$ cat config.mk
export PLATFORM = sky130hd
export DESIGN_NAME = compacting_name_table_core
export DESIGN_NICKNAME = d
export VERILOG_FILES = /design/src/hw/rtl/cntab_pkg.sv /design/src/hw/rtl/cntab_dpath.sv /design/src/hw/rtl/cntab_ctrl.sv /design/src/hw/rtl/compacting_name_table_core.sv
export SDC_FILE = /design/constraint.sdc
export NUM_CORES = 2
export LEC_CHECK = 0
export ABC_AREA = 1
export BUFFER_PORTS_ARGS = -buffer_cell sky130_fd_sc_hd__buf_2
export CORE_MARGIN = 5
export CORE_UTILIZATION = 50
export DETAILED_ROUTE_END_ITERATION = 8
export PLACE_DENSITY = 0.75
export SYNTH_ARGS = -nofsm -noshare
export SYNTH_HDL_FRONTEND = slang
export SYNTH_HIERARCHICAL = 1
export SYNTH_SLANG_ARGS = --single-unit
$ cat constraint.sdc
create_clock -name clock -period 10.65 [get_ports clock]
set_input_delay 1.065 -clock clock [delete_from_list [all_inputs] [get_ports clock]]
set_output_delay 1.065 -clock clock [all_outputs]
set_load 0.01 [all_outputs]
$ cat src/hw/rtl/cntab_pkg.sv
`timescale 1ns / 1ps

package cntab_pkg;

   localparam int FUNC_BITS   = 2;
   localparam int STATUS_BITS = 3;
   localparam int KEY_W       = 64;
   localparam int SIZE_W      = 31;
   localparam int SLOT_W      = 5;
   localparam int HELD_W      = 6;

   typedef enum logic [FUNC_BITS-1:0] {
      FUNC_INSERT = 2'd0,
      FUNC_DELETE = 2'd1,
      FUNC_SEARCH = 2'd2,
      FUNC_LIST   = 2'd3
   } func_type;

   typedef enum logic [STATUS_BITS-1:0] {
      ST_INSERTED = 3'd0,
      ST_FULL     = 3'd1,
      ST_EXISTS   = 3'd2,
      ST_DELETED  = 3'd3,
      ST_NOTFOUND = 3'd4,
      ST_FOUND    = 3'd5,
      ST_LISTED   = 3'd6,
      ST_EMPTY    = 3'd7
   } rsp_status_type;

   // controller -> datapath
   typedef struct packed {
      logic           load;
      logic           rd_step;
      logic           shift_wr;
      logic           append;
      logic           dec;
      logic           emit;
      rsp_status_type emit_status;
      logic           emit_entry;
      logic           emit_last;
   } dp_cmd_type;

   // datapath -> controller
   typedef struct packed {
      logic full;
      logic empty;
      logic more;
      logic rd_live;
      logic match;
      logic out_free;
   } dp_stat_type;

endpackage

$ cat src/hw/rtl/cntab_dpath.sv
`timescale 1ns / 1ps

module cntab_dpath #(
   parameter int TABLE_DEPTH = 32,
   parameter int KEY_BITS    = 64
) (
   input  logic                           clock,
   input  logic                           reset,
   input  cntab_pkg::dp_cmd_type          cmd,
   output cntab_pkg::dp_stat_type         stat,
   input  logic [cntab_pkg::KEY_W-1:0]    req_name_key,
   input  logic [cntab_pkg::SIZE_W-1:0]   req_entry_size,
   input  logic                           rsp_ready,
   output logic                           rsp_valid,
   output logic [cntab_pkg::STATUS_BITS-1:0] rsp_status,
   output logic [cntab_pkg::KEY_W-1:0]    rsp_found_key,
   output logic [cntab_pkg::SIZE_W-1:0]   rsp_found_size,
   output logic [cntab_pkg::SLOT_W-1:0]   rsp_slot,
   output logic [cntab_pkg::HELD_W-1:0]   rsp_entries_held,
   output logic                           rsp_last
);
   import cntab_pkg::*;

   localparam int AW = (TABLE_DEPTH > 1) ? $clog2(TABLE_DEPTH) : 1;
   localparam int IW = $clog2(TABLE_DEPTH + 1);

   logic [KEY_BITS-1:0] key_mem  [TABLE_DEPTH];
   logic [SIZE_W-1:0]   size_mem [TABLE_DEPTH];

   logic [KEY_BITS-1:0] key_ff, key_in;
   logic [SIZE_W-1:0]   size_ff, size_in;
   logic [IW-1:0]       idx_ff, idx_in;
   logic [IW-1:0]       count_ff, count_in;
   logic [AW-1:0]       prev_idx_ff, prev_idx_in;
   logic                rd_live_ff, rd_live_in;
   logic [KEY_BITS-1:0] rd_key_ff;
   logic [SIZE_W-1:0]   rd_size_ff;

   logic                   out_valid_ff, out_valid_in;
   logic [STATUS_BITS-1:0] out_status_ff, out_status_in;
   logic [KEY_W-1:0]       out_key_ff, out_key_in;
   logic [SIZE_W-1:0]      out_size_ff, out_size_in;
   logic [SLOT_W-1:0]      out_slot_ff, out_slot_in;
   logic [HELD_W-1:0]      out_held_ff, out_held_in;
   logic                   out_last_ff, out_last_in;

   logic                more;
   logic                out_free;
   logic                rd_en;
   logic [AW-1:0]       rd_addr;
   logic                wr_en;
   logic [AW-1:0]       wr_addr;
   logic [KEY_BITS-1:0] wr_key;
   logic [SIZE_W-1:0]   wr_size;

   always_comb begin
      more     = (idx_ff < count_ff);
      out_free = !out_valid_ff || rsp_ready;
      rd_en    = cmd.rd_step && more;
      rd_addr  = idx_ff[AW-1:0];
      wr_en    = cmd.append || (cmd.shift_wr && rd_live_ff);
      if (cmd.append) begin
         wr_addr = count_ff[AW-1:0];
         wr_key  = key_ff;
         wr_size = size_ff;
      end else begin
         wr_addr = prev_idx_ff - AW'(1);
         wr_key  = rd_key_ff;
         wr_size = rd_size_ff;
      end

      stat.full     = (count_ff == IW'(TABLE_DEPTH));
      stat.empty    = (count_ff == '0);
      stat.more     = more;
      stat.rd_live  = rd_live_ff;
      stat.match    = (rd_key_ff == key_ff);
      stat.out_free = out_free;
   end

   always_comb begin
      key_in      = key_ff;
      size_in     = size_ff;
      idx_in      = idx_ff;
      prev_idx_in = prev_idx_ff;
      rd_live_in  = rd_live_ff;
      count_in    = count_ff;
      if (cmd.load) begin
         key_in     = req_name_key[KEY_BITS-1:0];
         size_in    = req_entry_size;
         idx_in     = '0;
         rd_live_in = 1'b0;
      end else if (cmd.rd_step) begin
         rd_live_in = more;
         if (more) begin
            idx_in      = idx_ff + IW'(1);
            prev_idx_in = idx_ff[AW-1:0];
         end
      end
      if (cmd.append) begin
         count_in = count_ff + IW'(1);
      end else if (cmd.dec) begin
         count_in = count_ff - IW'(1);
      end
   end

   always_comb begin
      out_valid_in  = out_valid_ff;
      out_status_in = out_status_ff;
      out_key_in    = out_key_ff;
      out_size_in   = out_size_ff;
      out_slot_in   = out_slot_ff;
      out_held_in   = out_held_ff;
      out_last_in   = out_last_ff;
      if (cmd.emit) begin
         out_valid_in  = 1'b1;
         out_status_in = cmd.emit_status;
         out_key_in    = cmd.emit_entry ? KEY_W'(rd_key_ff) : '0;
         out_size_in   = cmd.emit_entry ? rd_size_ff : '0;
         out_slot_in   = cmd.emit_entry ? SLOT_W'(prev_idx_ff) : '0;
         out_held_in   = HELD_W'(count_ff);
         out_last_in   = cmd.emit_last;
      end else if (rsp_ready) begin
         out_valid_in = 1'b0;
      end
   end

   always_ff @(posedge clock) begin
      if (reset) begin
         count_ff     <= '0;
         rd_live_ff   <= 1'b0;
         idx_ff       <= '0;
         out_valid_ff <= 1'b0;
      end else begin
         count_ff     <= count_in;
         rd_live_ff   <= rd_live_in;
         idx_ff       <= idx_in;
         out_valid_ff <= out_valid_in;
      end
   end

   always_ff @(posedge clock) begin
      key_ff        <= key_in;
      size_ff       <= size_in;
      prev_idx_ff   <= prev_idx_in;
      out_status_ff <= out_status_in;
      out_key_ff    <= out_key_in;
      out_size_ff   <= out_size_in;
      out_slot_ff   <= out_slot_in;
      out_held_ff   <= out_held_in;
      out_last_ff   <= out_last_in;
   end

   // table storage: one write port, one registered read port
   always_ff @(posedge clock) begin
      if (wr_en) begin
         key_mem[wr_addr]  <= wr_key;
         size_mem[wr_addr] <= wr_size;
      end
      if (rd_en) begin
         rd_key_ff  <= key_mem[rd_addr];
         rd_size_ff <= size_mem[rd_addr];
      end
   end

   assign rsp_valid        = out_valid_ff;
   assign rsp_status       = out_status_ff;
   assign rsp_found_key    = out_key_ff;
   assign rsp_found_size   = out_size_ff;
   assign rsp_slot         = out_slot_ff;
   assign rsp_entries_held = out_held_ff;
   assign rsp_last         = out_last_ff;

endmodule

$ cat src/hw/rtl/cntab_ctrl.sv
`timescale 1ns / 1ps

module cntab_ctrl (
   input  logic                             clock,
   input  logic                             reset,
   input  logic                             req_valid,
   output logic                             req_ready,
   input  logic [cntab_pkg::FUNC_BITS-1:0]  req_func,
   input  cntab_pkg::dp_stat_type           stat,
   output cntab_pkg::dp_cmd_type            cmd
);
   import cntab_pkg::*;

   typedef enum logic [4:0] {
      S_IDLE  = 5'b00001,
      S_SCAN  = 5'b00010,
      S_SHIFT = 5'b00100,
      S_LIST  = 5'b01000,
      S_RESP  = 5'b10000
   } state_type;

   state_type      state_ff, state_in;
   func_type       func_ff, func_in;
   rsp_status_type status_ff, status_in;

   always_comb begin
      state_in  = state_ff;
      func_in   = func_ff;
      status_in = status_ff;
      req_ready = 1'b0;
      cmd             = '0;
      cmd.emit_status = status_ff;

      unique case (state_ff)
         S_IDLE: begin
            req_ready = 1'b1;
            if (req_valid) begin
               cmd.load = 1'b1;
               func_in  = func_type'(req_func);
               unique case (func_type'(req_func))
                  FUNC_INSERT: begin
                     if (stat.full) begin
                        status_in = ST_FULL;
                        state_in  = S_RESP;
                     end else begin
                        state_in = S_SCAN;
                     end
                  end
                  FUNC_DELETE, FUNC_SEARCH: begin
                     state_in = S_SCAN;
                  end
                  FUNC_LIST: begin
                     if (stat.empty) begin
                        status_in = ST_EMPTY;
                        state_in  = S_RESP;
                     end else begin
                        state_in = S_LIST;
                     end
                  end
               endcase
            end
         end

         S_SCAN: begin
            priority if (stat.rd_live && stat.match) begin
               unique case (func_ff)
                  FUNC_INSERT: begin
                     status_in = ST_EXISTS;
                     state_in  = S_RESP;
                  end
                  FUNC_SEARCH: begin
                     status_in = ST_FOUND;
                     state_in  = S_RESP;
                  end
                  FUNC_DELETE: begin
                     cmd.rd_step = 1'b1;
                     state_in    = S_SHIFT;
                  end
                  FUNC_LIST: begin
                     state_in = S_IDLE;
                  end
               endcase
            end else if (stat.more) begin
               cmd.rd_step = 1'b1;
            end else if (func_ff == FUNC_INSERT) begin
               cmd.append = 1'b1;
               status_in  = ST_INSERTED;
               state_in   = S_RESP;
            end else begin
               status_in = ST_NOTFOUND;
               state_in  = S_RESP;
            end
         end

         S_SHIFT: begin
            cmd.shift_wr = 1'b1;
            if (stat.more) begin
               cmd.rd_step = 1'b1;
            end else begin
               cmd.dec   = 1'b1;
               status_in = ST_DELETED;
               state_in  = S_RESP;
            end
         end

         S_LIST: begin
            if (!stat.rd_live) begin
               cmd.rd_step = 1'b1;
            end else if (stat.out_free) begin
               cmd.emit        = 1'b1;
               cmd.emit_status = ST_LISTED;
               cmd.emit_entry  = 1'b1;
               cmd.emit_last   = !stat.more;
               if (stat.more) begin
                  cmd.rd_step = 1'b1;
               end else begin
                  state_in = S_IDLE;
               end
            end
         end

         S_RESP: begin
            if (stat.out_free) begin
               cmd.emit       = 1'b1;
               cmd.emit_entry = (status_ff == ST_FOUND);
               cmd.emit_last  = 1'b1;
               state_in       = S_IDLE;
            end
         end

         default: begin
            state_in = S_IDLE;
         end
      endcase
   end

   always_ff @(posedge clock) begin
      if (reset) begin
         state_ff <= S_IDLE;
      end else begin
         state_ff <= state_in;
      end
   end

   always_ff @(posedge clock) begin
      func_ff   <= func_in;
      status_ff <= status_in;
   end

endmodule

$ cat src/hw/rtl/compacting_name_table_core.sv
// Requests are handled one at a time; the single read port of the table, scanned one entry
//   per cycle, sets the pace. The result register frees the input early.
// List gives one entry per cycle while the result output is not stalled.
// Reset (synchronous): clears the sequencer, entry count and result valid;
//   table contents are not cleared and no clearing pass runs.
`timescale 1ns / 1ps

module compacting_name_table_core #(
   parameter int TABLE_DEPTH = 32,
   parameter int KEY_BITS    = 64
) (
   input  logic                              clock,
   input  logic                              reset,
   input  logic                              req_valid,
   output logic                              req_ready,
   input  logic [cntab_pkg::FUNC_BITS-1:0]   req_func,
   input  logic [cntab_pkg::KEY_W-1:0]       req_name_key,
   input  logic [cntab_pkg::SIZE_W-1:0]      req_entry_size,
   output logic                              rsp_valid,
   input  logic                              rsp_ready,
   output logic [cntab_pkg::STATUS_BITS-1:0] rsp_status,
   output logic [cntab_pkg::KEY_W-1:0]       rsp_found_key,
   output logic [cntab_pkg::SIZE_W-1:0]      rsp_found_size,
   output logic [cntab_pkg::SLOT_W-1:0]      rsp_slot,
   output logic [cntab_pkg::HELD_W-1:0]      rsp_entries_held,
   output logic                              rsp_last
);
   import cntab_pkg::*;

   dp_cmd_type  cmd;
   dp_stat_type stat;

   cntab_ctrl u_ctrl (
      .clock     (clock),
      .reset     (reset),
      .req_valid (req_valid),
      .req_ready (req_ready),
      .req_func  (req_func),
      .stat      (stat),
      .cmd       (cmd)
   );

   cntab_dpath #(
      .TABLE_DEPTH (TABLE_DEPTH),
      .KEY_BITS    (KEY_BITS)
   ) u_dpath (
      .clock            (clock),
      .reset            (reset),
      .cmd              (cmd),
      .stat             (stat),
      .req_name_key     (req_name_key),
      .req_entry_size   (req_entry_size),
      .rsp_ready        (rsp_ready),
      .rsp_valid        (rsp_valid),
      .rsp_status       (rsp_status),
      .rsp_found_key    (rsp_found_key),
      .rsp_found_size   (rsp_found_size),
      .rsp_slot         (rsp_slot),
      .rsp_entries_held (rsp_entries_held),
      .rsp_last         (rsp_last)
   );

endmodule

==> flow_metrics.env <==
export IMPL_status="complete, no violations"
export IMPL_global_route_usage_total=0.258
export IMPL_synth_to_layout_area_growth_pct=10.4
export IMPL_min_delay_path_class="primary input to flop"
export IMPL_critical_path_arrival_ns=7.40
export IMPL_cts_made_buffers=347
export IMPL_antenna_found_initial=13
export IMPL_yosys_warnings=6
export IMPL_fin_crit_sh=0.645
export IMPL_clkLatencyLatePin_ns=0.94
export IMPL_clock_tree_root_driver_cell="clkbuf_16"
export IMPL_area_sequential_um2=101000
export IMPL_unique_cell_type_count_in_the_yosys_netlist=40
export IMPL_die_height_um=546
export IMPL_crit_required_ns=11.18
export IMPL_max_slew_margin_rel=0.105
export IMPL_maxCapViolCount=0
export IMPL_postCtsResizedCells=0
export IMPL_fin_crit_ns=6.87
export IMPL_worst_path_largest_cell_delay_ns=1.02
export IMPL_setup_total_negative_slack_ns=0
export IMPL_slowest_stage="nor2_4"
export IMPL_cts_hold_buffers_added=0
export IMPL_drive_gt1_frac=0.0674
export IMPL_clkSlewWorstSetupHoldPaths_ns=0.06
export IMPL_final_cell_count_no_fill=17760
export IMPL_ys_seq_elements=3369
export IMPL_synth_seq_area_share=0.703
export IMPL_hold_violations_final=0
export IMPL_placementRows=196
export IMPL_dr_pass1_iters=9
export IMPL_clock_sink_count=3369
export IMPL_post_synth_cell_area_avg_um2=10.5
export IMPL_critical_path_cell_chain="inv_1 > nand2_1 > nand2_1 > nand2_1 > nor2_1 > nand2_1 > nor2_1 > nand2_1 > nor2_1 > nand2_1 > nand2_1 > nor4_2 > buf_12 > inv_6 > nand3_1 > nand2_1 > nand3_1 > nor2_4 > buf_4"
export IMPL_ctsLongestPathBuffers=4
export IMPL_dp_slack_ns=4.02
export IMPL_netlist_instances=13656
export IMPL_chipWidth_um=546
export IMPL_drcViolationCount=0
export IMPL_gr_total_overflow=0
export IMPL_critPathMostFrequentCell="nand2_1"
export IMPL_ant_nets=0
export IMPL_power_density_nw_per_um2=168
export IMPL_p_leak_nw=66.0
export IMPL_setup_ws_ns=3.78
export IMPL_totalWireLength_um=397000
export IMPL_grt_max_degree=227
export IMPL_clock_tree_from_tritoncts="done"
export IMPL_fillerInstances=22810
export IMPL_timing_hold_ws_ns=0.315
export IMPL_h_tree_depth=5
export IMPL_hpwl_detailed_um=199000
export IMPL_syn_area_um2=144000
export IMPL_first_global_vias=92745
export IMPL_synth_top_cells_by_area="edfxtp_1, nand2_1, nand3_1"
export IMPL_yosys_area_top_type="edfxtp_1"
export IMPL_fmax_ghz=0.146
export IMPL_viasPerCell=5.51
export IMPL_finClkSkew_ns=0.0614
export IMPL_start_kind="flop"
export IMPL_synthDominantCellAreaShare=0.700
export IMPL_final_nets=13841
export IMPL_num_vias=97859
export IMPL_rsz0062_at_grt="no"
export IMPL_place_inst=17137
export IMPL_worst_slew_pin_transition_ns=1.34
export IMPL_finalMaxSlewViolations=0
export IMPL_buffer_ports_inserted=212
export IMPL_critical_path_class="flop to flop"
export IMPL_max_vdd_ir_drop_mv=0.145
export IMPL_setup_worst_path_end_class="flop"
export IMPL_timing_critical_path_fanout_max=71
export IMPL_globalplace_congestion=0.798
export IMPL_dr_first_iter_drc_count=14208
export IMPL_multi_input_area_um2=31900
export IMPL_initial_core_util=0.503
export IMPL_core_area_um2=286000
export IMPL_grt_pass1_wl_um=585000
export IMPL_critical_path_n_buffers_inverters=4
export IMPL_dieArea_um2=298000
export IMPL_cp_top_family="simple AND/OR/NAND/NOR gates"
export IMPL_syn_num_nets=13773
export IMPL_setup_violations=0
export IMPL_post_cts_setup_buffer_count=0
export IMPL_wl_per_instance_um=22.3
export IMPL_io_pins=213
-- layout make-up --
type / instances / share of cell area
Sequential cell: 3369 / 0.637
Multi-Input combinational cell: 7648 / 0.201
Clock buffer: 415 / 0.0568
Inverter: 1971 / 0.0471
Tap cell: 3762 / 0.0297
Timing Repair Buffer: 387 / 0.0167
Clock inverter: 203 / 0.0117
Antenna cell: 5 / 0.0000789
-- stage by stage --
stage / utilization / total power (W) / area [um2]
after CTS: 0.555 / 0.0267 / 159000
after floorplan: - / 0.0150 / 144000
after detailed placement: 0.517 / 0.0151 / 148000
final: 0.555 / 0.0266 / 159000
after global routing: 0.555 / 0.0273 / 159000
after global placement: 0.517 / 0.0151 / 148000
-- per-layer routing --
| metal | vias to the layer above | wire length, um | global-route usage |
|---|---|---|---|
| li1 | 44258 | - | - |
| met1 | 46576 | 151000 | 0.357 |
| met2 | 6032 | 182000 | 0.406 |
| met3 | 983 | 46300 | 0.0473 |
| met4 | 10 | 17200 | 0.104 |
| met5 | - | 57 | 0 |
-- cell families (layout without fill, tap and decap cells) --
| family | count (synthesis) | after routing | synth area share |
|---|---|---|---|
| other | 0 | 5 | 0 |
| buffers and inverters | 2639 | 2976 | 0.0773 |
| adders and majority gates | 16 | 16 | 0.00145 |
| DFF | 3369 | 3369 | 0.703 |
| AOI/OAI and AO/OA | 221 | 221 | 0.00784 |
| xor gates and xnor gates | 42 | 42 | 0.00256 |
| and+or+nand+nor | 7369 | 7369 | 0.208 |
-- layout by cell type (no fill, tap or decap), drive strengths merged --
master / n
xnor2: 39
nor3: 6
buf: 387
clkinv: 158
o41ai: 1
clkinvlp: 10
or2: 3
edfxtp: 3350
a21o: 1
bufinv: 23
clkbuf: 415
ha: 15
o2111ai: 1
nor4: 1
o221ai: 1
diode: 5
nand3: 1675
nand3b: 3
a21oi: 60
o31ai: 1
dfxtp: 19
nand2: 5271
nor2: 394
fa: 1
nand4: 16
xor2: 3
o21ai: 156
inv: 1983
-- cell usage after synthesis (all sizes together) --
cell type	n
o31ai	1
nand3	1675
clkbuf	147
xor2	3
xnor2	39
a21oi	60
nor4	1
nand2	5271
o41ai	1
nand4	16
ha	15
fa	1
a21o	1
o221ai	1
nor3	6
inv	1970
buf	521
nand3b	3
or2	3
edfxtp	3350
o21ai	156
dfxtp	19
clkinv	1
nor2	394
o2111ai	1
-- power by group --
| group | switching [W] | internal (W) | total (W) |
|---|---|---|---|
| Clock | 0.00513 | 0.00662 | 0.0117 |
| Sequential | 0.0000382 | 0.0145 | 0.0145 |
| Combinational | 0.000227 | 0.0000668 | 0.000294 |
-- state kept, by name, indices dropped and copies added, names as in the netlist --
signal,count
u_ctrl/func_ff,2
u_ctrl/state_ff,5
u_ctrl/status_ff,3
u_dpath/count_ff,6
u_dpath/idx_ff,6
u_dpath/key_ff,64
u_dpath/key_mem,2048
u_dpath/prev_idx_ff,5
u_dpath/rd_key_ff,64
u_dpath/rd_live_ff,1
u_dpath/rd_size_ff,31
u_dpath/rsp_entries_held,6
u_dpath/rsp_found_key,64
u_dpath/rsp_found_size,31
u_dpath/rsp_last,1
u_dpath/rsp_slot,5
u_dpath/rsp_status,3
u_dpath/rsp_valid,1
u_dpath/size_ff,31
u_dpath/size_mem,992
-- path summary, 6_finish.rpt --
path / startpoint / endpoint / slack (ns) / cells after the start
worst max-delay path: u_dpath/rd_key_ff[21] / u_dpath/key_mem[7][17] / 3.78 / 19
worst min-delay path: req_name_key[34] / u_dpath/key_ff[34] / 0.32 / 1
worst max register to register: u_dpath/rd_key_ff[21] / u_dpath/key_mem[7][17] / 3.78 / 19
worst min register to register: u_dpath/count_ff[3] / u_dpath/rsp_entries_held[3] / 0.48 / 0
-- worst register-to-register path: cells and delay by family (launching register included) --
| kind | cells | cell delay (ns) |
|---|---|---|
| AND/OR/NAND/NOR | 15 | 4.01 |
| buffers and inverters | 4 | 1.97 |
| flip-flops | 1 | 0.42 |
Power figures use the tool's default switching activity.
